<file path="src/hdl/cfe_pkg.sv">
// Shared types and constants of the Cholesky factor engine.
package cfe_pkg;

	localparam int DefMatrixDim = 4;
	localparam int DataW        = 32;
	localparam int AccW         = 64;
	localparam int DimW         = 3;

	localparam logic [DimW-1:0] RegActiveDimRst = 3'd4;

	typedef enum logic [3:0] {
		ST_LOAD,
		ST_RD_A,
		ST_WAIT_A,
		ST_RD_UR,
		ST_RD_UC,
		ST_MUL,
		ST_SUB,
		ST_FIN,
		ST_SQRT,
		ST_DIV,
		ST_WR,
		ST_ORD,
		ST_OCAP,
		ST_OHOLD
	} cfe_state_t;

	// Start and completion of an iterative unit
	typedef struct packed {
		logic start;
	} cfe_req_t;

	typedef struct packed {
		logic busy;
		logic done;
	} cfe_rsp_t;

endpackage

</file>
<file path="src/hdl/cfe_sqrt.sv">
// Iterative floor square root of a 64-bit value, one result bit per cycle.
module cfe_sqrt import cfe_pkg::*; (
	input  logic                clk,
	input  logic                arst_n,
	input  cfe_req_t            req,
	input  logic [AccW-1:0]     radicand,
	output cfe_rsp_t            rsp,
	output logic [AccW/2-1:0]   root
);
	localparam int Steps = AccW / 2;
	localparam int CntW  = $clog2(Steps + 1);
	localparam int RemW  = AccW / 2 + 3;

	logic [AccW-1:0]   x_q;
	logic [AccW/2-1:0] root_q;
	logic [RemW-1:0]   rem_q;
	logic [CntW-1:0]   cnt_q;
	logic              busy_q;
	logic              done_q;
	logic [RemW-1:0]   rem_sh;
	logic [RemW-1:0]   trial;

	// Bring down two bits and try the next root bit
	always_comb begin
		rem_sh = {rem_q[RemW-3:0], x_q[AccW-1 -: 2]};
		trial  = {1'b0, root_q, 2'b01};
	end

	always_ff @(posedge clk or negedge arst_n) begin
		if (!arst_n) begin
			busy_q <= 1'b0;
			done_q <= 1'b0;
			cnt_q  <= '0;
		end else begin
			done_q <= 1'b0;
			if (req.start) begin
				busy_q <= 1'b1;
				cnt_q  <= CntW'(Steps);
			end else if (busy_q) begin
				cnt_q <= cnt_q - 1'b1;
				if (cnt_q == CntW'(1)) begin
					busy_q <= 1'b0;
					done_q <= 1'b1;
				end
			end
		end
	end

	// Payload of the root iteration
	always_ff @(posedge clk) begin
		if (req.start) begin
			x_q    <= radicand;
			root_q <= '0;
			rem_q  <= '0;
		end else if (busy_q) begin
			x_q <= {x_q[AccW-3:0], 2'b00};
			if (rem_sh >= trial) begin
				rem_q  <= rem_sh - trial;
				root_q <= {root_q[AccW/2-2:0], 1'b1};
			end else begin
				rem_q  <= rem_sh;
				root_q <= {root_q[AccW/2-2:0], 1'b0};
			end
		end
	end

	assign rsp.busy = busy_q;
	assign rsp.done = done_q;
	assign root     = root_q;

endmodule

</file>
<file path="config.mk">
export PLATFORM = sky130hd
export DESIGN_NAME = cfe_sqrt
export DESIGN_NICKNAME = d
export VERILOG_FILES = /design/src/hdl/cfe_pkg.sv /design/src/hdl/cfe_sqrt.sv
export SDC_FILE = /design/constraint.sdc
export NUM_CORES = 1
export LEC_CHECK = 0
export BUFFER_PORTS_ARGS = -buffer_cell sky130_fd_sc_hd__buf_2
export CAP_MARGIN = 20
export CORE_MARGIN = 5
export CORE_UTILIZATION = 40
export DETAILED_ROUTE_END_ITERATION = 7
export PLACE_DENSITY = 0.7
export SLEW_MARGIN = 20
export SYNTH_ARGS = -nofsm -noshare
export SYNTH_HDL_FRONTEND = slang
export SYNTH_SLANG_ARGS = --single-unit
</file>
<file path="constraint.sdc">
create_clock -name clk -period 3.04 [get_ports clk]
set_input_delay 0 -clock clk [delete_from_list [all_inputs] [get_ports clk]]
set_output_delay 0 -clock clk [all_outputs]
set_load 0.03 [all_outputs]
</file>
# Word level (Yosys, flattened, before mapping)
# Index checks and enable logic that the tools add are counted.
# W data, S select, Z words.
[op_classes]
n_reduce_logical = 1
addsub = 2
muxes = 12
eq_ne = 1
order_cmp = 1
[op_table]
columns = ["op", "n"]
rows = [
  ["$mux W64", 2],
  ["$ge A35 B34 Y1", 1],
  ["$mux W33", 1],
  ["$sub A33 B33 Y33", 1],
  ["$mux W6", 2],
  ["$mux W1", 7],
  ["$eq A6 B1 Y1 const B", 1],
  ["$sub A6 B1 Y6 const B", 1],
  ["$reduce_bool A2 Y1", 1],
]
[word_totals]
input_bits = 67
word_cells = 23
reg_bits = 137
output_inout_bits = 34

# Logic depth before layout (Yosys ltp)
# Gate-level depths: netlist (run 1).
[depth]
ltp_word = 4
depth_mapped = 12
mapped_depth_nobuf = 10

# Worst setup path after synthesis (run 1)
# No wires, ideal clock.
[synth_timing]
path_type = "register to register"
startpoint = "reg root_q[13] (netlist: root[13])"
endpoint = "reg rem_q[29]"
required_ns = 2.926
setup_ns = 0.114
arrival_time_ns = 2.606
synth_period_minus_slack_ns = 2.720
path_stages_with_launch = 12
path_slack_ns = 0.320
path_buffers = 2
path_cell_list = "dfxtp_1 > inv_1 > ha_1 > buf_2 > nand4_1 > nor3_2 > o21ai_2 > a2111oi_4 > o211ai_2 > buf_6 > a32oi_1 > a21bo_1"
[synth_via]
elab_chain_len = 2
word_cells_on_any_way = 3
classes_between = "1 x add/sub; 1 x order compare; 1 x mux"
[synth_lines]
columns = ["item", "line_no", "text"]
rows = [
  ["start: declaration", "cfe_sqrt.sv:15", "logic [AccW/2-1:0] root_q;"],
  ["start signal: assignment", "cfe_sqrt.sv:59", "root_q <= {root_q[AccW/2-2:0], 1'b1};"],
  ["start signal: assignment", "cfe_sqrt.sv:62", "root_q <= {root_q[AccW/2-2:0], 1'b0};"],
  ["$sub A33 B33 Y33 or $ge A35 B34 Y1 (tied branches)", "cfe_sqrt.sv:58, cfe_sqrt.sv:57", ""],
  ["$mux W33 *", "cfe_sqrt.sv:57", "if (rem_sh >= trial) begin"],
  ["end signal: assignment", "cfe_sqrt.sv:58", "rem_q <= rem_sh - trial;"],
  ["end signal: assignment", "cfe_sqrt.sv:61", "rem_q <= rem_sh;"],
  ["end: declaration", "cfe_sqrt.sv:16", "logic [RemW-1:0] rem_q;"],
]
# Every way passes the cells marked *; elsewhere a longest branch is shown, timed or not.
# A chain may end at the register's enable or synchronous reset.

# Worst setup path after layout (run 1)
[layout_timing]
startpoint = "reg root_q[14] (netlist: root[14])"
endpoint = "reg rem_q[29]"
# Same word-level chain as after synthesis.

==> results_dict.tcl, run 1 <==
set metrics [dict create \
    ys_ff_latch 137 \
    grt_usage 0.179 \
    grt_max_degree 86 \
    drtAntennaViolNets 0 \
    globalplace.congestion 0.879 \
    crit_path_end "rem_q[29]" \
    synth_enable_flop_cells 64 \
    synth_seq_area_share 0.436 \
    tns_ns 0 \
    skew_ns 0.0101 \
    dp.cells 1117 \
    ys_types 65 \
    core_um2 19400 \
    dr_wl_met2_mm 9.47 \
    dieArea_um2 22500 \
    finalMaxSlewViolations 0 \
    layout.cells.non_filler 1216 \
    port_buffers 100 \
    fmax_ghz 0.350 \
    wl_per_cell_um 16.4 \
    ff2ff_path_depth 10 \
    hpwlAfterDp_mm 12.7 \
    fin_crit_ns 2.86 \
    max-vdd-ir-drop_mv 0.595 \
    drtIter0Drc 370 \
    first_pass_iters 7 \
    clk_latency_ns 0.44 \
    syn_nets 887 \
    worstPathRequired_ns 3.36 \
    synth_area_per_cell_um2 10.0 \
    cp_max_fo 18 \
    drc 0 \
    vias_per_cell 5.37 \
    start_kind "flip-flop" \
    root_buffer "clkbuf_16" \
    pin_count 101 \
    grt_pass1_vias 6440 \
    overflow 0 \
    synthArstFlopShare 0.0584 \
    routed_wirelength_mm 20.0 \
    syn-cell-area_um2 7860 \
    synth-main-ff-cell "dfxtp_1" \
    slew_headroom 0.363 \
    power_density_nw_per_um2 941 \
    cts_buffers 17 \
    crit_type "flip-flop to flip-flop" \
    highest_layer "met4" \
    synthTopCellsByArea "edfxtp_1 24%, dfxtp_1 17%, mux2_2 9.0%" \
    leakagePower_nw 4.26 \
    start_util 0.405 \
    worstPathArrival_ns 3.18 \
    clk_pin_slew_ns 0.06 \
    setup-violations-final 0 \
    yosysTopAreaCell "edfxtp_1" \
    r2r_end "rem_q[29]" \
    endpoint_kind "flip-flop" \
    fin_area_um2 9890 \
    worst_pin_slew_ns 0.956 \
    synthCells 784 \
    rsz0062_at_grt "yes" \
    period_share 0.940 \
    num-fill-cells 1765 \
    timing.hold.ws_ns 0.224 \
    drive_gt1_frac 0.244 \
    rows 51 \
    r2r_start "root[14]" \
    htreeDepth 4 \
    startpoint "root[14]" \
    seq_area_um2 3430 \
    die_h_um 150 \
    cap_violations 0 \
    clock_path_buffers 2 \
    n_antenna_cell 0 \
    area_growth_pct 25.9 \
    setup_ws_ns 0.183 \
    wl_met1_mm 8.69 \
    r2r_setup_slack_ns 0.18 \
    grt_pass1_wl_mm 32.5 \
    p_total_mw 9.31 \
    wl_met3_mm 1.43 \
    antenna_found_initial 0 \
    post-route-util 0.510 \
    tritoncts "done" \
    nets 1041 \
    synth_top_area_frac 0.245 \
    vias 6525 \
    multi_input_area_um2 4020 \
    status "finished, final reports clean" \
    clock_sinks 137 \
    hp-class "input pin to flip-flop" \
    yosys_warnings 0 \
    hold_violations 0 \
    place_ws_ns 0.164 \
    die_x_um 150 \
    dpl_cell_area_um2 8600 \
]
[registers in the layout, indices dropped and copies added (netlist names)]
register / count
x_q: 64
rem_q: 33
root: 32
cnt_q: 6
busy_q: 1
done_q: 1
[cell families after synthesis]
| family | synth area share |
|---|---|
| simple gates | 0.121 |
| compound gates | 0.160 |
| flops | 0.436 |
| mux | 0.136 |
| buf+inv | 0.0558 |
| fa+ha+maj | 0.0573 |
| xor+xnor | 0.0334 |
[Yosys cell counts (9+ instances only)]
cell type / number
nand4_1: 13
xor2_1: 11
a21o_1: 9
clkbuf_1: 26
o21ai_0: 29
edfxtp_1: 64
mux2i_1: 36
a311oi_1: 21
nor2_1: 92
nand2_1: 42
dfxtp_1: 65
nand3_1: 30
xnor2_1: 19
a211oi_1: 9
a21oi_1: 33
ha_1: 36
inv_1: 47
mux2_2: 63
o21ai_1: 15
[how the worst min path moves through the flow]
stage                 from        to  cells after the start
floorplan           arst_n    busy_q                      0
global placement    arst_n    done_q                      1
detailed placement  arst_n    done_q                      1
CTS                    req  cnt_q[0]                      2
global route           req  cnt_q[2]                      2
finish                 req  cnt_q[0]                      2
[where the power goes]
| part | switching, mW | internal [mW] | total (mW) |
|---|---|---|---|
| clock network | 0.952 | 1.18 | 2.13 |
| registers | 0.215 | 2.29 | 2.50 |
| logic | 2.70 | 1.97 | 4.67 |
[layer usage]
layer / vias up / GRT usage
li1: 3180 / -
met1: 3091 / 0.231
met2: 217 / 0.291
met3: 37 / 0.0509
met4: 0 / 0.0544
met5: - / 0
[placed cells by master (no fill, tap or decap), drive strengths merged, types with 3 or more instances in the layout]
cell / count
a32oi: 5
clkbuf: 17
buf: 117
mux2: 63
a21o: 9
nand3: 30
o21a: 6
nand2: 42
and3: 5
nor4: 3
a211oi: 9
nand2b: 4
mux2i: 36
and2: 6
nand4: 13
clkinv: 4
o31ai: 5
a31oi: 6
xnor2: 19
edfxtp: 64
nand3b: 3
xor2: 11
dlygate4sd3: 66
a21oi: 34
ha: 36
inv: 57
dfxtp: 65
o21ai: 47
dfrtp: 8
nor2: 92
nor3: 3
a311oi: 21
o21bai: 7
nor4b: 3
o211ai: 8
[what timing repair did]
| action | 4_1_cts | 5_1_grt |
|---|---|---|
| setup buffers | 0 | 0 |
| gates resized for setup | 0 | 2 |
| hold buffers | 66 | 0 |
| endpoints found under the setup margin | 0 | 29 |
| endpoints found under the hold margin | 72 | 0 |
[cell type report]
cell class              instances  share of cell area
clock buffers                  17              0.0430
clock inverters                15              0.0181
inverters                      47              0.0178
multi-input cells             552               0.406
flip-flops and latches        137               0.347
well taps                     265              0.0335
repair buffers                183               0.134
[worst max-delay path: stages (launching register included)]
cell and delay (ns):
dfxtp_1 0.37, inv_1 0.06, ha_1 0.44, nand4_1 0.24, nor3_2 0.22, o21ai_2 0.11
a2111oi_4 0.49, o211ai_2 0.17, buf_4 0.24, a32oi_1 0.20, a21bo_1 0.21
No activity file was read; power rests on OpenSTA's default activity.
==> inputs of run 2 (changes only) <==
- MAX_ROUTING_LAYER: not set -> met4
==> run 2 against run 1 <==
Net effect: maximum frequency grew 0.14%; critical path type unchanged; sequential power is essentially flat; sequential share of layout area is the same; power shrank 0.12%; worst hold slack lost 0.0049 ns; combinational power is essentially flat; highest routed layer unchanged; critical endpoint unchanged; clock skew is essentially flat; utilization is the same; final cell count is the same.
==> results_dict.tcl, run 2 (synthesized netlist as in run 1, its figures left out) <==
set metrics [dict create \
    slew_headroom 0.370 \
    globalplace.congestion 0.894 \
    nets 1041 \
    vias 6516 \
    num-fill-cells 1765 \
    wl_per_cell_um 16.4 \
    layout_common_cells "99 x buf_2, 92 x nor2_1, 66 x dlygate4sd3_1" \
    routed_wirelength_mm 19.9 \
    hold_violations 0 \
    fin_crit_ns 2.85 \
    overflow 0 \
    worst_pin_slew_ns 0.945 \
    cp_max_fo 18 \
    first_pass_iters 5 \
    drtAntennaViolNets 0 \
    dieArea_um2 22500 \
    post_cts_buffers 0 \
    grt_max_degree 86 \
    cts_buffers 17 \
    startpoint "root[14]" \
    endpoint_kind "flip-flop" \
    htreeDepth 4 \
    rows 51 \
    drtIter0Drc 354 \
    fmax_ghz 0.351 \
    drive_gt1_frac 0.244 \
    area_growth_pct 25.9 \
    n_antenna_cell 0 \
    status "finished, final reports clean" \
    max-vdd-ir-drop_mv 0.592 \
    dpl_cell_area_um2 8600 \
    start_util 0.405 \
    start_kind "flip-flop" \
    crit_path_end "rem_q[29]" \
    port_buffers 100 \
    skew_ns 0.0105 \
    hp-class "input pin to flip-flop" \
    r2r_end "rem_q[29]" \
    timing.hold.ws_ns 0.219 \
    pin_count 101 \
    leakagePower_nw 4.26 \
    largest_register "x_q" \
    clock_sinks 137 \
    clk_latency_ns 0.44 \
    p_total_mw 9.30 \
    clk_pin_slew_ns 0.06 \
    core_um2 19400 \
    hpwlAfterDp_mm 12.7 \
    crit_type "flip-flop to flip-flop" \
    vias_per_cell 5.36 \
    period_share 0.938 \
    ff2ff_path_depth 10 \
    antenna_found_initial 0 \
    cap_violations 0 \
    r2r_start "root[14]" \
    power_density_nw_per_um2 940 \
    r2r_setup_slack_ns 0.19 \
    grt_pass1_wl_mm 32.5 \
    grt_usage 0.184 \
    largest_register_ffs 64 \
    rsz0062_at_grt "yes" \
    root_buffer "clkbuf_16" \
    tritoncts "done" \
    worstPathArrival_ns 3.17 \
    die_x_um 150 \
    die_h_um 150 \
    fin_area_um2 9890 \
    setup-violations-final 0 \
    layout_commonest_cell "buf_2" \
    finalMaxSlewViolations 0 \
    grt_pass1_vias 6446 \
    drc 0 \
    clock_path_buffers 2 \
    worstPathRequired_ns 3.36 \
]
[run 2: cell counts in the layout (fill, tap and decap cells not counted)]
Identical to the previous run, type by type.
[run 2: how the worst min path moves through the flow]
stage,startpoint,endpoint,slack [ns],cells after the start
detailed placement,arst_n,done_q,-0.15,1
finish,req,cnt_q[0],0.22,2
floorplan,arst_n,busy_q,-0.30,0
CTS,req,cnt_q[0],0.21,2
global placement,arst_n,done_q,-0.15,1
global route,req,cnt_q[2],0.28,2
[run 2: layout make-up]
| cell class | count | area (um2) | area share |
|---|---|---|---|
| repair buffers | 183 | 1330 | 0.134 |
| multi-input cells | 552 | 4020 | 0.406 |
| clock inverters | 15 | 179 | 0.0181 |
| inverters | 47 | 176 | 0.0178 |
| well taps | 265 | 332 | 0.0335 |
| flip-flops and latches | 137 | 3430 | 0.347 |
| clock buffers | 17 | 425 | 0.0430 |
[run 2: per-stage QoR]
step	std cells	worst slack [ns]	utilization	TNS, ns
after floorplan	784	0.320	-	0
after global placement	1117	0.205	0.443	0
after detailed placement	1117	0.164	0.443	0
after CTS	1215	0.142	0.509	0
after global routing	1216	-0.0508	0.510	-0.259
final	1216	0.187	0.510	0
[run 2: metal layers]
metal | wire (um) | GRT usage
met1 | 8720 | 0.235
met2 | 9580 | 0.291
met3 | 1310 | 0.0464
met4 | 329 | 0.0544
met5 | 0 | -
[run 2: where the power goes]
group          internal (mW)  switching [mW]  total (mW)
Clock                   1.18           0.951        2.13
Combinational           1.97            2.69        4.66
Sequential              2.29           0.214        2.50
[run 2: timing repair]
item / 4_1_cts / 5_1_grt
setup endpoints to repair: 0 / 29
hold buffers: 66 / 0
resized for setup: 0 / 2
hold endpoints to repair: 72 / 0
[run 2: worst max-delay path, stage by stage (launching register included)]
cell and delay [ns]:
dfxtp_1 0.37, inv_1 0.06, ha_1 0.43, nand4_1 0.24, nor3_2 0.22, o21ai_2 0.11
a2111oi_4 0.49, o211ai_2 0.17, buf_4 0.24, a32oi_1 0.20, a21bo_1 0.22
==> inputs of run 3 (changes only) <==
- RECOVER_POWER: not set -> 25
==> run 3 against run 2 <==
Net effect: design area about the same; utilization about the same; count of clock-buffer cells in the layout unchanged; largest power group unchanged; setup slack better by 0.00083 ns; power is essentially flat; maximum frequency barely moved.
==> results_dict.tcl, run 3 (synthesized netlist as in run 1, its figures left out) <==
set metrics [dict create \
    status "finished, final reports clean" \
    worst_pin_slew_ns 0.944 \
    start_kind "flip-flop" \
    place_ws_ns 0.164 \
    slew_headroom 0.371 \
    fmax_ghz 0.351 \
    pin_count 101 \
    max-vdd-ir-drop_mv 0.591 \
    drtIter0Drc 355 \
    wl_per_cell_um 16.4 \
    setup-violations-final 0 \
    skew_ns 0.0105 \
    cpPeakStageDelay_ns 0.46 \
    cts_buffers 17 \
    worstPathRequired_ns 3.36 \
    worst_path_dominant_cell_family "compound AO/OA/AOI/OAI gates" \
    drive_gt1_frac 0.240 \
    hpwlAfterDp_mm 12.7 \
    antenna_found_initial 0 \
    clock_path_buffers 2 \
    clk_pin_slew_ns 0.07 \
    worstPathArrival_ns 3.17 \
    power_density_nw_per_um2 941 \
    layout_commonest_cell "buf_2" \
    nets 1041 \
    fin_area_um2 9880 \
    cap_violations 0 \
    fin_crit_ns 2.85 \
    period_share 0.938 \
    crit_type "flip-flop to flip-flop" \
    routed_wirelength_mm 19.9 \
    port_buffers 100 \
    cp.buffers_inverters 2 \
    crit_chain "inv_1 -> ha_1 -> nand2_1 -> o21ai_0 -> a221oi_2 -> a2111oi_4 -> o211ai_2 -> buf_4 -> a32oi_1 -> a21bo_1" \
    cp_max_fo 18 \
    layout_common_cells "96 x buf_2, 92 x nor2_1, 66 x dlygate4sd3_1" \
    first_pass_iters 5 \
    layout.cells.non_filler 1216 \
    grt_max_degree 86 \
    rows 51 \
    start_util 0.405 \
    hp-class "input pin to flip-flop" \
    post_cts_buffers 0 \
    largest_register_ffs 64 \
    endpoint_kind "flip-flop" \
    drc 0 \
    grt_usage 0.184 \
    crit_slowest_cell "a2111oi_4" \
    num-fill-cells 1767 \
    die_h_um 150 \
    hold_violations 0 \
    area_growth_pct 25.8 \
    finalMaxSlewViolations 0 \
    grt_pass1_vias 6446 \
    tns_ns 0 \
    dpl_cell_area_um2 8600 \
    clk_latency_ns 0.44 \
    overflow 0 \
    dp.cells 1117 \
    htreeDepth 4 \
    drtAntennaViolNets 0 \
    rsz0062_at_grt "yes" \
    setup_ws_ns 0.188 \
    vias 6512 \
    grt_pass1_wl_mm 32.5 \
    die_x_um 150 \
    dieArea_um2 22500 \
    n_antenna_cell 0 \
    leakagePower_nw 4.25 \
    globalplace.congestion 0.894 \
    vias_per_cell 5.36 \
    post-route-util 0.509 \
    clock_sinks 137 \
    root_buffer "clkbuf_16" \
    largest_register "x_q" \
    core_um2 19400 \
    tritoncts "done" \
]
-- run 3: cell types whose count changed in the layout (fill, tap and decap cells not counted), sizes merged --
cell / change
buf: -3
clkbuf: +3
-- run 3: layout make-up --
cell class,count,area [um2],area share
inverter,47,176,0.0179
timing repair buffer,183,1330,0.134
tap,265,332,0.0336
clock inverter,15,179,0.0181
multi-input combinational,552,4020,0.407
sequential,137,3420,0.347
clock buffer,17,425,0.0431
-- run 3: stage by stage --
stage | total power, mW | hold slack, ns
floorplan | 6.03 | -0.296
global placement | 6.95 | -0.147
detailed placement | 6.98 | -0.147
CTS | 9.21 | 0.205
global route | 9.92 | 0.278
finish | 9.29 | 0.218
-- run 3: where the power goes --
part           switching [mW]  leakage [nW]  internal (mW)  total (mW)
sequential              0.214          1.31           2.29        2.50
clock                   0.948         0.300           1.18        2.13
combinational            2.69          2.64           1.97        4.66
-- run 3: worst register-to-register path, cell delays in order, from the launching register on --
cell and delay [ns]:
dfxtp_1 0.39, inv_1 0.06, ha_1 0.39, nand2_1 0.11
o21ai_0 0.34, a221oi_2 0.17, a2111oi_4 0.46, o211ai_2 0.17
buf_4 0.24, a32oi_1 0.21, a21bo_1 0.21
-- run 3: path summary, 6_finish.rpt --
check | startpoint | to | slack, ns | depth (start not counted)
worst max register to register | root[16] | rem_q[29] | 0.19 | 10
max in group asynchronous | arst_n | cnt_q[0] | 2.23 | 3
worst min register to register | rem_q[31] | rem_q[31] | 0.49 | 1
worst max-delay path | root[16] | rem_q[29] | 0.19 | 10
min in group asynchronous | arst_n | done_q | 0.54 | 3
worst min-delay path | req | cnt_q[0] | 0.22 | 2
-- run 3: what timing repair did --
| action | in CTS | in global routing |
|---|---|---|
| endpoints found under the setup margin | 0 | 29 |
| hold buffers | 66 | 0 |
| endpoints found under the hold margin | 72 | 0 |
| resized for setup | 0 | 2 |
-- run 3: per-layer routing --
layer | vias up | share of wire | GRT usage
met4 | 0 | 0.017 | 0.0544
met5 | - | 0 | -
met1 | 3089 | 0.44 | 0.235
met2 | 213 | 0.48 | 0.291
li1 | 3181 | - | -
met3 | 29 | 0.068 | 0.0464
