`config.mk`:
```
export PLATFORM = sky130hd
export DESIGN_NAME = cfe_div
export DESIGN_NICKNAME = d
export VERILOG_FILES = /design/src/hdl/cfe_pkg.sv /design/src/hdl/cfe_div.sv
export SDC_FILE = /design/constraint.sdc
export NUM_CORES = 1
export LEC_CHECK = 0
export BUFFER_PORTS_ARGS = -buffer_cell sky130_fd_sc_hd__buf_2
export CAP_MARGIN = 20
export CORE_UTILIZATION = 55
export DETAILED_ROUTE_END_ITERATION = 8
export PLACE_DENSITY = 0.78
export SLEW_MARGIN = 25
export SYNTH_ARGS = -nofsm -noshare
export SYNTH_HDL_FRONTEND = slang
export SYNTH_SLANG_ARGS = --single-unit
```
`constraint.sdc`:
```
create_clock -name clk -period 3.9 [get_ports clk]
set_input_delay 0.78 -clock clk [delete_from_list [all_inputs] [get_ports clk]]
set_output_delay 0.78 -clock clk [all_outputs]
set_load 0.01 [all_outputs]
```
`src/hdl/cfe_pkg.sv`:
```
// Shared types and constants of the Cholesky factor engine.
package cfe_pkg;

	localparam int DefMatrixDim = 4;
	localparam int DataW        = 32;
	localparam int AccW         = 64;
	localparam int DimW         = 3;

	localparam logic [DimW-1:0] RegActiveDimRst = 3'd4;

	typedef enum logic [3:0] {
		ST_LOAD,
		ST_RD_A,
		ST_WAIT_A,
		ST_RD_UR,
		ST_RD_UC,
		ST_MUL,
		ST_SUB,
		ST_FIN,
		ST_SQRT,
		ST_DIV,
		ST_WR,
		ST_ORD,
		ST_OCAP,
		ST_OHOLD
	} cfe_state_t;

	// Start and completion of an iterative unit
	typedef struct packed {
		logic start;
	} cfe_req_t;

	typedef struct packed {
		logic busy;
		logic done;
	} cfe_rsp_t;

endpackage

```
`src/hdl/cfe_div.sv`:
```
// Iterative restoring divider: 64-bit magnitude by 32-bit divisor, one bit per cycle.
module cfe_div import cfe_pkg::*; (
	input  logic              clk,
	input  logic              arst_n,
	input  cfe_req_t          req,
	input  logic [AccW-1:0]   dividend,
	input  logic [DataW-1:0]  divisor,
	output cfe_rsp_t          rsp,
	output logic [AccW-1:0]   quotient
);
	localparam int CntW = $clog2(AccW + 1);

	logic [AccW-1:0]  q_q;
	logic [DataW:0]   rem_q;
	logic [DataW-1:0] d_q;
	logic [CntW-1:0]  cnt_q;
	logic             busy_q;
	logic             done_q;
	logic [DataW:0]   rem_sh;

	assign rem_sh = {rem_q[DataW-1:0], q_q[AccW-1]};

	always_ff @(posedge clk or negedge arst_n) begin
		if (!arst_n) begin
			busy_q <= 1'b0;
			done_q <= 1'b0;
			cnt_q  <= '0;
		end else begin
			done_q <= 1'b0;
			if (req.start) begin
				busy_q <= 1'b1;
				cnt_q  <= CntW'(AccW);
			end else if (busy_q) begin
				cnt_q <= cnt_q - 1'b1;
				if (cnt_q == CntW'(1)) begin
					busy_q <= 1'b0;
					done_q <= 1'b1;
				end
			end
		end
	end

	// Shift in one dividend bit and subtract where it fits
	always_ff @(posedge clk) begin
		if (req.start) begin
			q_q   <= dividend;
			rem_q <= '0;
			d_q   <= divisor;
		end else if (busy_q) begin
			if (rem_sh >= {1'b0, d_q}) begin
				rem_q <= rem_sh - {1'b0, d_q};
				q_q   <= {q_q[AccW-2:0], 1'b1};
			end else begin
				rem_q <= rem_sh;
				q_q   <= {q_q[AccW-2:0], 1'b0};
			end
		end
	end

	assign rsp.busy = busy_q;
	assign rsp.done = done_q;
	assign quotient = q_q;

endmodule

```
* Word level (Yosys, flattened, before mapping) *
Index checks and enable logic that the tools add are counted.

word-level totals
  word-level logic and storage cells = 23
  register bits = 137
  input port bits = 99

operators by class
  order comparisons = 1
  muxes and demuxes = 12
  reductions and logical operators = 1
  equality and inequality tests = 1
  add/subtract/negate cells = 2

operator list
  cell                                              count
  two-way mux 64 bit                                2
  >= comparator 33 x 32 -> 1 bit                    1
  two-way mux 32 bit                                1
  subtractor 32 bit                                 1
  two-way mux 7 bit                                 2
  == test 7 x 1 -> 1 bit, second input constant     1
  two-way mux 1 bit                                 7
  subtractor 7 x 1 -> 7 bit, second input constant  1
  nonzero test 2 bit                                1

* Depth between registers and ports, before layout *
Gate-level depths: netlist of the first run.

  depth after elaboration = 4
  mapped depth = 12

* Least setup slack after synthesis of the first run *
OpenSTA, ideal clock, no wires.

  path kind = register -> register
  start = register d_q[4]
  end = register q_q[0] (netlist: quotient[0]) (data pin)
  clock period less this slack = 2.693 ns
  path slack = 1.207 ns
  stages on the path, launching flop included = 11
  data arrival time = 2.433 ns
  cells stage by stage = edfxtp_1 inv_1 ha_1 a21o_1 a211o_1 o211ai_2 a21oi_2 a2111oi_4 o21ai_2 buf_2 mux2_2

between the ends
  word-level cells in the longest chain between the ends = 4

ends and longest elaborated chain
  what                            RTL line       source
  start, declared                 cfe_div.sv:15  logic [DataW-1:0] d_q;
  start signal, assigned          cfe_div.sv:48  d_q <= divisor;
  >= comparator 33 x 32 -> 1 bit  cfe_div.sv:50  if (rem_sh >= {1'b0, d_q}) begin
  two-way mux 1 bit               cfe_div.sv:50
  two-way mux 64 bit              cfe_div.sv:49  end else if (busy_q) begin
  two-way mux 64 bit              cfe_div.sv:45  if (req.start) begin
  end signal, assigned            cfe_div.sv:46  q_q <= dividend;
  end signal, assigned            cfe_div.sv:52  q_q <= {q_q[AccW-2:0], 1'b1};
  end signal, assigned            cfe_div.sv:55  q_q <= {q_q[AccW-2:0], 1'b0};
  end, declared                   cfe_div.sv:13  logic [AccW-1:0] q_q;

No other way between the ends. The select of a mux whose other input is x is not followed.
A chain may end at the register's enable or synchronous reset.

* Final worst setup path of the first run *
  start = register d_q[4]
  end = register rem_q[0]

between the ends
  word-level cells in the longest chain between the ends = 2

ends and longest elaborated chain
  what                            RTL line       source
  >= comparator 33 x 32 -> 1 bit  cfe_div.sv:50
  two-way mux 32 bit              cfe_div.sv:50
  end signal, assigned            cfe_div.sv:51  rem_q <= rem_sh - {1'b0, d_q};
  end signal, assigned            cfe_div.sv:54  rem_q <= rem_sh;
  end, declared                   cfe_div.sv:14  logic [DataW:0] rem_q;

No other way between the ends.

==> results of run 1 <==
## layout make-up
type / instances / area [um2]
Clock buffer: 18 / 429
Sequential cell: 137 / 3750
Multi-Input combinational cell: 470 / 3410
Fill cell: 989 / 4280
Inverter: 41 / 154
Tap cell: 176 / 220
Timing Repair Buffer: 172 / 883
Clock inverter: 14 / 123
## synth_stat cells, drive strengths merged, types with 3 or more instances
cell	count
a211oi	6
a21boi	3
a21o	14
a21oi	35
a311oi	26
a31oi	5
and2	4
and3	7
buf	18
clkbuf	13
dfrtp	9
dfxtp	32
edfxtp	96
ha	34
inv	41
mux2	64
nand2	80
nand2b	4
nand3	12
nand3b	4
nand4	5
nor2	49
nor2b	3
nor3	8
nor3b	4
nor4	3
o211ai	4
o21a	5
o21ai	22
o31ai	5
or2	3
or3	3
xnor2	19
xor2	11
## report_power, final
| part | leakage (nW) | internal (mW) | switching [mW] | total, mW |
|---|---|---|---|---|
| Sequential | 1.36 | 1.89 | 0.221 | 2.12 |
| Clock | 0.264 | 0.879 | 0.632 | 1.51 |
| Combinational | 2.29 | 0.984 | 1.33 | 2.31 |
| Total | 3.92 | 3.76 | 2.18 | 5.94 |
## flip-flops by register name, indices dropped and copies added (netlist names)
name and flops:
cnt_q 7, rem_q 32, quotient 64, busy_q 1
done_q 1, d_q 32
## cells by family after synthesis
family,after synthesis
AOI/OAI and AO/OA,144
xor gates and xnor gates,30
adders and majority gates,35
buffers and inverters,72
DFF,137
muxes,66
and+or+nand+nor,195
## routing by layer
metal	GRT usage (%)	vias to the layer above
li1	-	2829
met1	29.6	2814
met2	42.9	213
met3	7.19	26
met4	9.81	0
met5	0	-
## path summary, 6_finish.rpt
| check | slack [ps] | depth (start not counted) | from | endpoint |
|---|---|---|---|---|
| min in group clk | 500 | 2 | rem_q[31] | rem_q[31] |
| max | 830 | 11 | d_q[4] | rem_q[0] |
| min reg2reg | 500 | 2 | rem_q[31] | rem_q[31] |
| max reg2reg | 830 | 11 | d_q[4] | rem_q[0] |
| max in group asynchronous | 3500 | 1 | arst_n | busy_q |
| min | 200 | 1 | arst_n | cnt_q[6] |
## metrics by stage
| step | worst slack [ps] | hold WS (ps) |
|---|---|---|
| after floorplan | 1210 | 461 |
| after global placement | 1010 | 474 |
| after detailed placement | 896 | 484 |
| after CTS | 853 | 190 |
| after global routing | 651 | 202 |
| final | 830 | 205 |
==> results.ini, run 1 <==
[outcome]
status = complete, no violations

[worst_setup_path]
arrival_ps = 3370
crit_path_max_incr_delay_ps = 480
cpLargestDelayFamily = compound AO/OA/AOI/OAI gates
startpoint_type = flop
critPathCaptureType = flop
critPathKind = flop to flop
cp.required_ps = 4200
critPathBufInv = 2
crit_slowest_cell = a2111oi_4
crit_path_max_fanout = 19
path_cells = inv_1, ha_1, a21o_1, a211o_1, o211ai_2, a21oi_2, a2111oi_4, o21ai_2, buf_4, and3_1, a311oi_1

[finish]
nets = 973
n_antenna_cell = 0
drive_gt1_share_pct = 33.2
stdcell_count = 1028
final_cell_mix = buf_2 (163), edfxtp_1 (96), nand2_1 (80), mux2_2 (64), nor2_1 (49)
design_area_um2 = 8970
finish.utilization_pct = 67.7
synthToLayoutAreaGrowth_pct = 20.2
mostFrequentLayoutCell = buf_2

[clock_network]
htreeDepth = 4
ctsHoldBuffers = 0
clkSlewWorstSetupHoldPaths_ps = 60
root_buffer = clkbuf_16
clock_path_buffers = 2
worstSkewPairLatency_ps = 420
clock-sinks = 137
numCtsBuffers = 17
cts_setup_buffers = 0
cts_resized = 0
cts_tree = yes

[global_routing]
grt_overflow_total = 0
globalRouteTotalUtil_pct = 25.0
antenna_found_initial = 0
grt_pass1_wl_mm = 27.7
grt_max_degree = 65
grt_pass1_vias = 5749

[timing]
worst_pin_slew_ps = 814
min_period_ps = 3070
period_share_pct = 78.7
finalHoldViolCount = 0
timing.fmax_mhz = 326
setup_viol = 0
max_slew_margin_pct = 45.7
grt_setup_unrepaired = false
finClkSkew_ps = 8.92
finalSetupTns_ps = 0
drv_slew = 0

[route]
drtPass1Iterations = 5
routedWlPerCell_um = 16.6
drtIter0Drc = 468
vias = 5882
met1_length_mm = 6.98
routed_wl_mm = 17.0
viasPerCell = 5.72
drtAntennaViolNets = 0
topRoutingLayerUsed = met4
wl_met2_mm = 8.49
routed-wl-met3_mm = 1.23
drc_errors = 0

[synth]
ys.warnings.count = 0
synth_fp_nets = 813
yosysSeqAreaShare_pct = 50.2
avgSynthCellArea_um2 = 11.0
synth_area_leaders = edfxtp_1 (39%), mux2_2 (9.7%), dfxtp_1 (8.6%)
async_flop_share_pct = 6.57
synth-edff-count = 96
synth_top_area_share_pct = 38.6
synth_cells = 679
netlist_area_um2 = 7460
muxShareOfSynthArea_pct = 9.92
synthFlopType = edfxtp_1
yosysTopAreaCell = edfxtp_1
synth_compound_area_share_pct = 14.2
synth-xor-area-share_pct = 3.52
yosysUniqueCellTypes = 64
synth_top_family_by_area = compound AO/OA/AOI/OAI gates
ys_ff_latch = 137
synth-simple-area-share_pct = 12.0
synthAdderAreaFrac_pct = 5.97

[power_and_ir_drop]
total_power_mw = 5.94
leakagePower_nw = 3.92
powerDensity_nw_per_um2 = 662
ir_drop_v = 0.000417

[die]
fp.dieH_um = 118
die_area_um2 = 14000
num_rows = 42
num_io_pins = 165
core_um2 = 13200
die_x_um = 118
initial_core_util_pct = 56.4

[placement]
dp.cells = 996
dpl_cell_area_um2 = 8420
gp_congestion = 0.869
dp_hpwl_mm = 12.2
io_buffers = 164

[worst_hold_path]
hp-class = input pin to async pin

[flow_run]
drv_cap = 0

(Power assumes the default switching activity.)
==> run 2: changes to the inputs <==
--- a/config.mk
+++ b/config.mk
@@ -7,9 +7,9 @@
 export LEC_CHECK = 0
 export BUFFER_PORTS_ARGS = -buffer_cell sky130_fd_sc_hd__buf_2
 export CAP_MARGIN = 20
-export CORE_UTILIZATION = 55
+export CORE_UTILIZATION = 50
 export DETAILED_ROUTE_END_ITERATION = 8
-export PLACE_DENSITY = 0.78
+export PLACE_DENSITY = 0.74
 export SLEW_MARGIN = 25
 export SYNTH_ARGS = -nofsm -noshare
 export SYNTH_HDL_FRONTEND = slang
==> constraint.sdc (replaced) <==
create_clock -name clk -period 2.6 [get_ports clk]
set_input_delay 0.52 -clock clk [delete_from_list [all_inputs] [get_ports clk]]
set_output_delay 0.52 -clock clk [all_outputs]
set_load 0.01 [all_outputs]
==> run 2 against run 1 <==
  * Combinational power grew 140%
  * Critical path type unchanged
  * Clock skew shrank 0.78 ps
  * Non-clock buffer count grew 93
  * Worst hold slack gained 57 ps
  * Sequential share of layout area shrank 5.9 points
  * Critical path depth shrank 1
  * Highest routed layer unchanged
  * Total power grew 84%
  * Via count grew 9.6%
  * The run now ends with setup timing left
  * Largest power group unchanged
  * Count of clock-buffer cells in the layout is the same
==> results.ini, run 2 (synthesis gave the netlist of run 1 again) <==
[outcome]
status = complete, but fails checks  ; was complete, no violations
failed_checks = setup timing

[finish]
drive_gt1_share_pct = 50.1  ; was 33.2%
final_cell_mix = buf_2 (163), edfxtp_1 (96), buf_4 (91), mux2_2 (63), nand2_1 (61)  ; was buf_2 (163), edfxtp_1 (96), nand2_1 (80), mux2_2 (64), nor2_1 (49)
seqCellArea_um2 = 3750  ; unchanged
largest_reg_flops = 64  ; unchanged
fill_cells = 1000  ; was 989
nets = 1068  ; was 973
multiInputGateArea_um2 = 4090  ; was 3410 um2
stdcell_count = 1131  ; was 1028
synthToLayoutAreaGrowth_pct = 39.7  ; was 20.2%
finish.utilization_pct = 71.8  ; was 67.7%
n_antenna_cell = 0  ; unchanged
mostFrequentLayoutCell = buf_2  ; unchanged

[timing]
max_slew_margin_pct = 64.2  ; was 45.7%
finalHoldViolCount = 0  ; unchanged
setup_slack_ps = -69.4  ; was 830 ps
drv_slew = 0  ; unchanged
period_share_pct = 103  ; was 78.7%
timing.fmax_mhz = 375  ; was 326 MHz
setup_viol = 12  ; was 0
worst_pin_slew_ps = 530  ; was 814 ps
min_period_ps = 2670  ; was 3070 ps
grt_setup_unrepaired = true  ; was false
finClkSkew_ps = 8.13  ; was 8.92 ps
finalSetupTns_ps = -361  ; was 0 ps
whs_ps = 262  ; was 205 ps

[worst_setup_path]
crit_path_max_incr_delay_ps = 470  ; was 480 ps
crit_path_max_fanout = 5  ; was 19
r2r-start = rem_q[7]  ; was d_q[4]
path_cells = ha_4, a21oi_1, o211ai_1, a21oi_2, a21oi_2, a2111oi_4, buf_4, o21ai_4, buf_6, mux2_4  ; was inv_1, ha_1, a21o_1, a211o_1, o211ai_2, a21oi_2, a2111oi_4, o21ai_2, buf_4, and3_1, a311oi_1
reg2reg_depth = 10  ; was 11
cp.required_ps = 2780  ; was 4200 ps
r2r_end = quotient[0]  ; was rem_q[0]
worst_path_most_repeated_cell = a21oi_2
critPathCaptureType = flop  ; unchanged
crit_slowest_cell = dfxtp_1  ; was a2111oi_4
critPathKind = flop to flop  ; unchanged
arrival_ps = 2850  ; was 3370 ps
startpoint_type = flop  ; unchanged
rrSetupSlack_ps = -70  ; was 830 ps

[route]
drtPass1Iterations = 9  ; was 5
drtIter0Drc = 426  ; was 468
drtAntennaViolNets = 0  ; unchanged
routedWlPerCell_um = 18.3  ; was 16.6 um
routed_wl_mm = 20.7  ; was 17.0 mm
drc_errors = 0  ; unchanged
vias = 6445  ; was 5882
viasPerCell = 5.70  ; was 5.72

[clock_network]
htreeDepth = 4  ; unchanged
numCtsBuffers = 17  ; unchanged
clock-sinks = 137  ; unchanged
root_buffer = clkbuf_16  ; unchanged
clock_path_buffers = 2  ; unchanged
cts_tree = yes  ; unchanged
clkSlewWorstSetupHoldPaths_ps = 60  ; about the same
worstSkewPairLatency_ps = 430  ; was 420 ps

[placement]
dp.cells = 1075  ; was 996
io_buffers = 164  ; unchanged
dp_hpwl_mm = 13.6  ; was 12.2 mm
gp_congestion = 0.876  ; was 0.869

[global_routing]
grt_overflow_total = 0  ; unchanged
antenna_found_initial = 0  ; unchanged
grt_pass1_vias = 6366  ; was 5749
grt_pass1_wl_mm = 30.9  ; was 27.7 mm
grt_max_degree = 40  ; was 65
globalRouteTotalUtil_pct = 26.3  ; was 25.0%

[die]
core_um2 = 14500  ; was 13200 um2
die_area_um2 = 15400  ; was 14000 um2
num_rows = 44  ; was 42
fp.dieH_um = 124  ; was 118 um
initial_core_util_pct = 51.4  ; was 56.4%
die_x_um = 124  ; was 118 um
num_io_pins = 165  ; unchanged

[power_and_ir_drop]
powerDensity_nw_per_um2 = 1050  ; was 662 nW/um2
power.internal_mw = 6.75  ; was 3.76 mW
total_power_mw = 10.9  ; was 5.94 mW
switching_power_mw = 4.19  ; was 2.18 mW
switching_share_pct = 38.3  ; was 36.7%
seqPwrFrac_pct = 29.7  ; was 35.6%
leakagePower_nw = 4.46  ; was 3.92 nW
pwr-share-comb_pct = 49.9  ; was 38.9%
ir_drop_v = 0.000616  ; was 0.000417 V
clkPwrFrac_pct = 20.4  ; was 25.5%

[worst_hold_path]
hold_depth = 1
holdPathEnd = d_q[10]
hold_path_startpoint = divisor[10]
hp-class = input pin to flop  ; was input pin to async pin

[flow_run]
drv_cap = 0  ; unchanged

[run 2: per-layer routing]
layer / up-vias / wire [um] / global-route usage, %
met4: 0 / 541 / 9.97
met5: - / 0 / 0
li1: 3027 / - / -
met2: 271 / 10500 / 44.0
met3: 55 / 1510 / 8.20
met1: 3092 / 8120 / 31.6
[run 2: area by class of cell]
type	count	share of cell area, %
repair buffers	265	16.0
clock buffers	18	4.11
multi-input cells	472	39.2
flip-flops and latches	137	36.0
inverters	41	1.48
well taps	184	2.21
clock inverters	14	1.09
[run 2: worst max path at each step]
stage	cells after the start	from	slack, ps	end
final	10	rem_q[7]	-70	quotient[0]
after global routing	11	rem_q[7]	-160	rem_q[22]
after CTS	12	d_q[4]	-100	rem_q[0]
after detailed placement	10	d_q[6]	-250	rem_q[16]
after global placement	10	d_q[6]	-130	rem_q[16]
after floorplan	10	d_q[4]	10	quotient[0]
[run 2: metrics by stage]
stage,worst slack (ps),instance area [um2]
2_1_floorplan,11.8,7460
3_3_place_gp,-132,8980
3_5_place_dp,-248,8980
4_1_cts,-104,9970
5_1_grt,-164,10400
6_report,-69.4,10400
[run 2: repair_timing]
action	in CTS	in global routing
buffers inserted	10	10
endpoints found under the setup margin	32	33
hold endpoints to repair	9	0
hold buffers	1	0
pin swaps	21	44
gates cloned	2	1
resized for setup	51	78
[run 2: worst max-delay path: cells and delay by family, from the launching register on]
family / cells / cell delay, ps
fa+ha+maj: 1 / 270
flops: 1 / 470
compound gates: 6 / 1040
mux: 1 / 250
buf+inv: 2 / 380
[run 2: power groups by stage]
stage | registers (mW) | logic [mW] | clock network, mW
after global placement | 3.16 | 3.99 | 0
after CTS | 3.19 | 4.69 | 2.28
final | 3.25 | 5.46 | 2.24
after detailed placement | 3.18 | 4.09 | 0
after floorplan | 3.20 | 2.60 | 0
after global routing | 3.30 | 5.84 | 2.35
==> run 3: changes to the inputs <==
==> constraint.sdc (replaced) <==
create_clock -name clk -period 2.2 [get_ports clk]
set_input_delay 0.44 -clock clk [delete_from_list [all_inputs] [get_ports clk]]
set_output_delay 0.44 -clock clk [all_outputs]
set_load 0.01 [all_outputs]
==> run 3 against run 2 <==
  * The run still ends with setup timing left
  * Wire length up 14%
  * Combinational power up 43%
  * Die area unchanged
  * Global-route usage up 1.5 points
  * Clock skew up 15 ps
  * Register-to-register slack worse by 570 ps
  * Count of clock-buffer cells in the layout unchanged
  * Non-clock buffer count up 57
  * Sequential power up 16%
  * Critical path depth up 1
==> results.ini, run 3 (synthesis gave the netlist of run 1 again) <==
[outcome]
status = complete, but fails checks  ; unchanged
failed_checks = setup timing  ; unchanged

[worst_setup_path]
startpoint_type = flop  ; unchanged
critPathKind = flop to flop  ; unchanged
critPathBufInv = 2  ; unchanged
cp.required_ps = 2520  ; was 2780 ps
crit_path_max_incr_delay_ps = 400  ; was 470 ps
crit_slowest_cell = a21boi_0  ; was dfxtp_1
critPathCaptureType = flop  ; unchanged
worst_path_most_repeated_cell = o31ai_1  ; was a21oi_2
path_cells = inv_1, ha_4, buf_4, a21oi_1, o21ai_0, a21boi_0, a31oi_4, o31ai_1, a31oi_1, xnor2_1, o31ai_1  ; was ha_4, a21oi_1, o211ai_1, a21oi_2, a21oi_2, a2111oi_4, buf_4, o21ai_4, buf_6, mux2_4
arrival_ps = 3160  ; was 2850 ps
cpLargestDelayFamily = compound AO/OA/AOI/OAI gates  ; unchanged
crit_path_max_fanout = 4  ; was 5

[route]
wl_met2_mm = 12.1  ; was 10.5 mm
drc_errors = 0  ; unchanged
drtAntennaViolNets = 0  ; unchanged
viasPerCell = 5.85  ; was 5.70
drtIter0Drc = 431  ; was 426
vias = 6945  ; was 6445
met1_length_mm = 8.97  ; was 8.12 mm
routedWlPerCell_um = 19.8  ; was 18.3 um
drtPass1Iterations = 5  ; was 9
routed-wl-met3_mm = 1.62  ; was 1.51 mm
routed_wl_mm = 23.6  ; was 20.7 mm
topRoutingLayerUsed = met4  ; unchanged

[power_and_ir_drop]
clkPwrFrac_pct = 20.0  ; was 20.4%
pwr-share-comb_pct = 53.9  ; was 49.9%
switching_power_mw = 5.52  ; was 4.19 mW
leakagePower_nw = 4.87  ; was 4.46 nW
powerDensity_nw_per_um2 = 1310  ; was 1050 nW/um2
total_power_mw = 14.5  ; was 10.9 mW
switching_share_pct = 38.0  ; was 38.3%
ir_drop_v = 0.000769  ; was 0.000616 V
seqPwrFrac_pct = 26.0  ; was 29.7%
power.internal_mw = 9.01  ; was 6.75 mW

[timing]
worst_pin_slew_ps = 536  ; was 530 ps
max_slew_margin_pct = 64.2  ; about the same
grt_setup_unrepaired = true  ; unchanged
min_period_ps = 2840  ; was 2670 ps
finalHoldViolCount = 0  ; unchanged
finClkSkew_ps = 23.0  ; was 8.13 ps
period_share_pct = 129  ; was 103%
setup_slack_ps = -642  ; was -69.4 ps
whs_ps = 173  ; was 262 ps
setup_viol = 33  ; was 12
timing.fmax_mhz = 352  ; was 375 MHz
finalSetupTns_ps = -17350  ; was -361 ps
drv_slew = 0  ; unchanged

[finish]
largest_reg_flops = 64  ; unchanged
n_antenna_cell = 0  ; unchanged
fill_cells = 911  ; was 1000
seqCellArea_um2 = 3750  ; unchanged
multiInputGateArea_um2 = 4190  ; was 4090 um2
nets = 1125  ; was 1068
final_cell_mix = buf_2 (163), buf_4 (131), edfxtp_1 (96), mux2_2 (63), nand2_1 (56)  ; was buf_2 (163), edfxtp_1 (96), buf_4 (91), mux2_2 (63), nand2_1 (61)
synthToLayoutAreaGrowth_pct = 48.8  ; was 39.7%
mostFrequentLayoutCell = buf_2  ; unchanged
finish.utilization_pct = 76.4  ; was 71.8%
drive_gt1_share_pct = 53.3  ; was 50.1%

[die]
die_area_um2 = 15400  ; unchanged
num_io_pins = 165  ; unchanged
initial_core_util_pct = 51.4  ; unchanged
core_um2 = 14500  ; unchanged
fp.dieH_um = 124  ; unchanged
num_rows = 44  ; unchanged
die_x_um = 124  ; unchanged

[clock_network]
numCtsBuffers = 17  ; unchanged
worstSkewPairLatency_ps = 440  ; was 430 ps
clkSlewWorstSetupHoldPaths_ps = 70  ; was 60 ps
clock_path_buffers = 2  ; unchanged
htreeDepth = 4  ; unchanged
clock-sinks = 137  ; unchanged
root_buffer = clkbuf_16  ; unchanged
cts_tree = yes  ; unchanged

[global_routing]
grt_pass1_wl_mm = 32.3  ; was 30.9 mm
antenna_found_initial = 0  ; unchanged
globalRouteTotalUtil_pct = 27.8  ; was 26.3%
grt_overflow_total = 0  ; unchanged
grt_max_degree = 38  ; was 40
grt_pass1_vias = 6653  ; was 6366

[placement]
dp_hpwl_mm = 14.3  ; was 13.6 mm
dp_slack_ps = -518  ; was -248 ps
io_buffers = 164  ; unchanged
gp_congestion = 0.929  ; was 0.876

[flow_run]
drv_cap = 0  ; unchanged

[worst_hold_path]
hp-class = input pin to flop  ; unchanged

run 3: stage by stage:
step | instance area [um2] | cells
final | 11100 | 1188
after global routing | 11100 | 1188
after CTS | 10500 | 1179
after detailed placement | 9470 | 1126
after global placement | 9470 | 1126
after floorplan | 7520 | 679
run 3: cell type report:
type | instances | share of cell area [%]
Tap cell | 184 | 2.07
Multi-Input combinational cell | 472 | 37.7
Timing Repair Buffer | 322 | 19.7
Clock buffer | 18 | 3.86
Clock inverter | 14 | 1.45
Inverter | 41 | 1.39
Sequential cell | 137 | 33.8
run 3: worst paths after layout:
| path | startpoint | endpoint | slack [ps] | depth (start not counted) |
|---|---|---|---|---|
| max | d_q[9] | rem_q[28] | -640 | 11 |
| min reg2reg | cnt_q[6] | cnt_q[6] | 550 | 2 |
| min in group asynchronous | arst_n | cnt_q[1] | 400 | 2 |
| max reg2reg | d_q[9] | rem_q[28] | -640 | 11 |
| max in group asynchronous | arst_n | busy_q | 1600 | 2 |
| min | divisor[0] | d_q[0] | 170 | 1 |
run 3: repair_timing:
item,in CTS,in global routing
pin swaps,27,64
gates cloned,4,1
setup buffers,18,11
endpoints found under the hold margin,9,0
hold buffers,1,0
gates resized for setup,47,99
endpoints found under the setup margin,33,33
run 3: power by group through the flow:
stage          Sequential (mW)  Clock [mW]  Combinational, mW
3_5_place_dp              3.73           0               5.58
4_1_cts                   3.74        2.95               6.51
2_1_floorplan             3.78           0               3.16
5_1_grt                   3.84        3.05               8.25
6_report                  3.78        2.91               7.83
3_3_place_gp              3.70           0               5.44
run 3: layer usage:
layer / track usage, % / vias to the layer above
li1: - / 3150
met1: 31.9 / 3392
met2: 48.1 / 320
met3: 7.78 / 83
met4: 11.8 / 0
met5: 0 / -
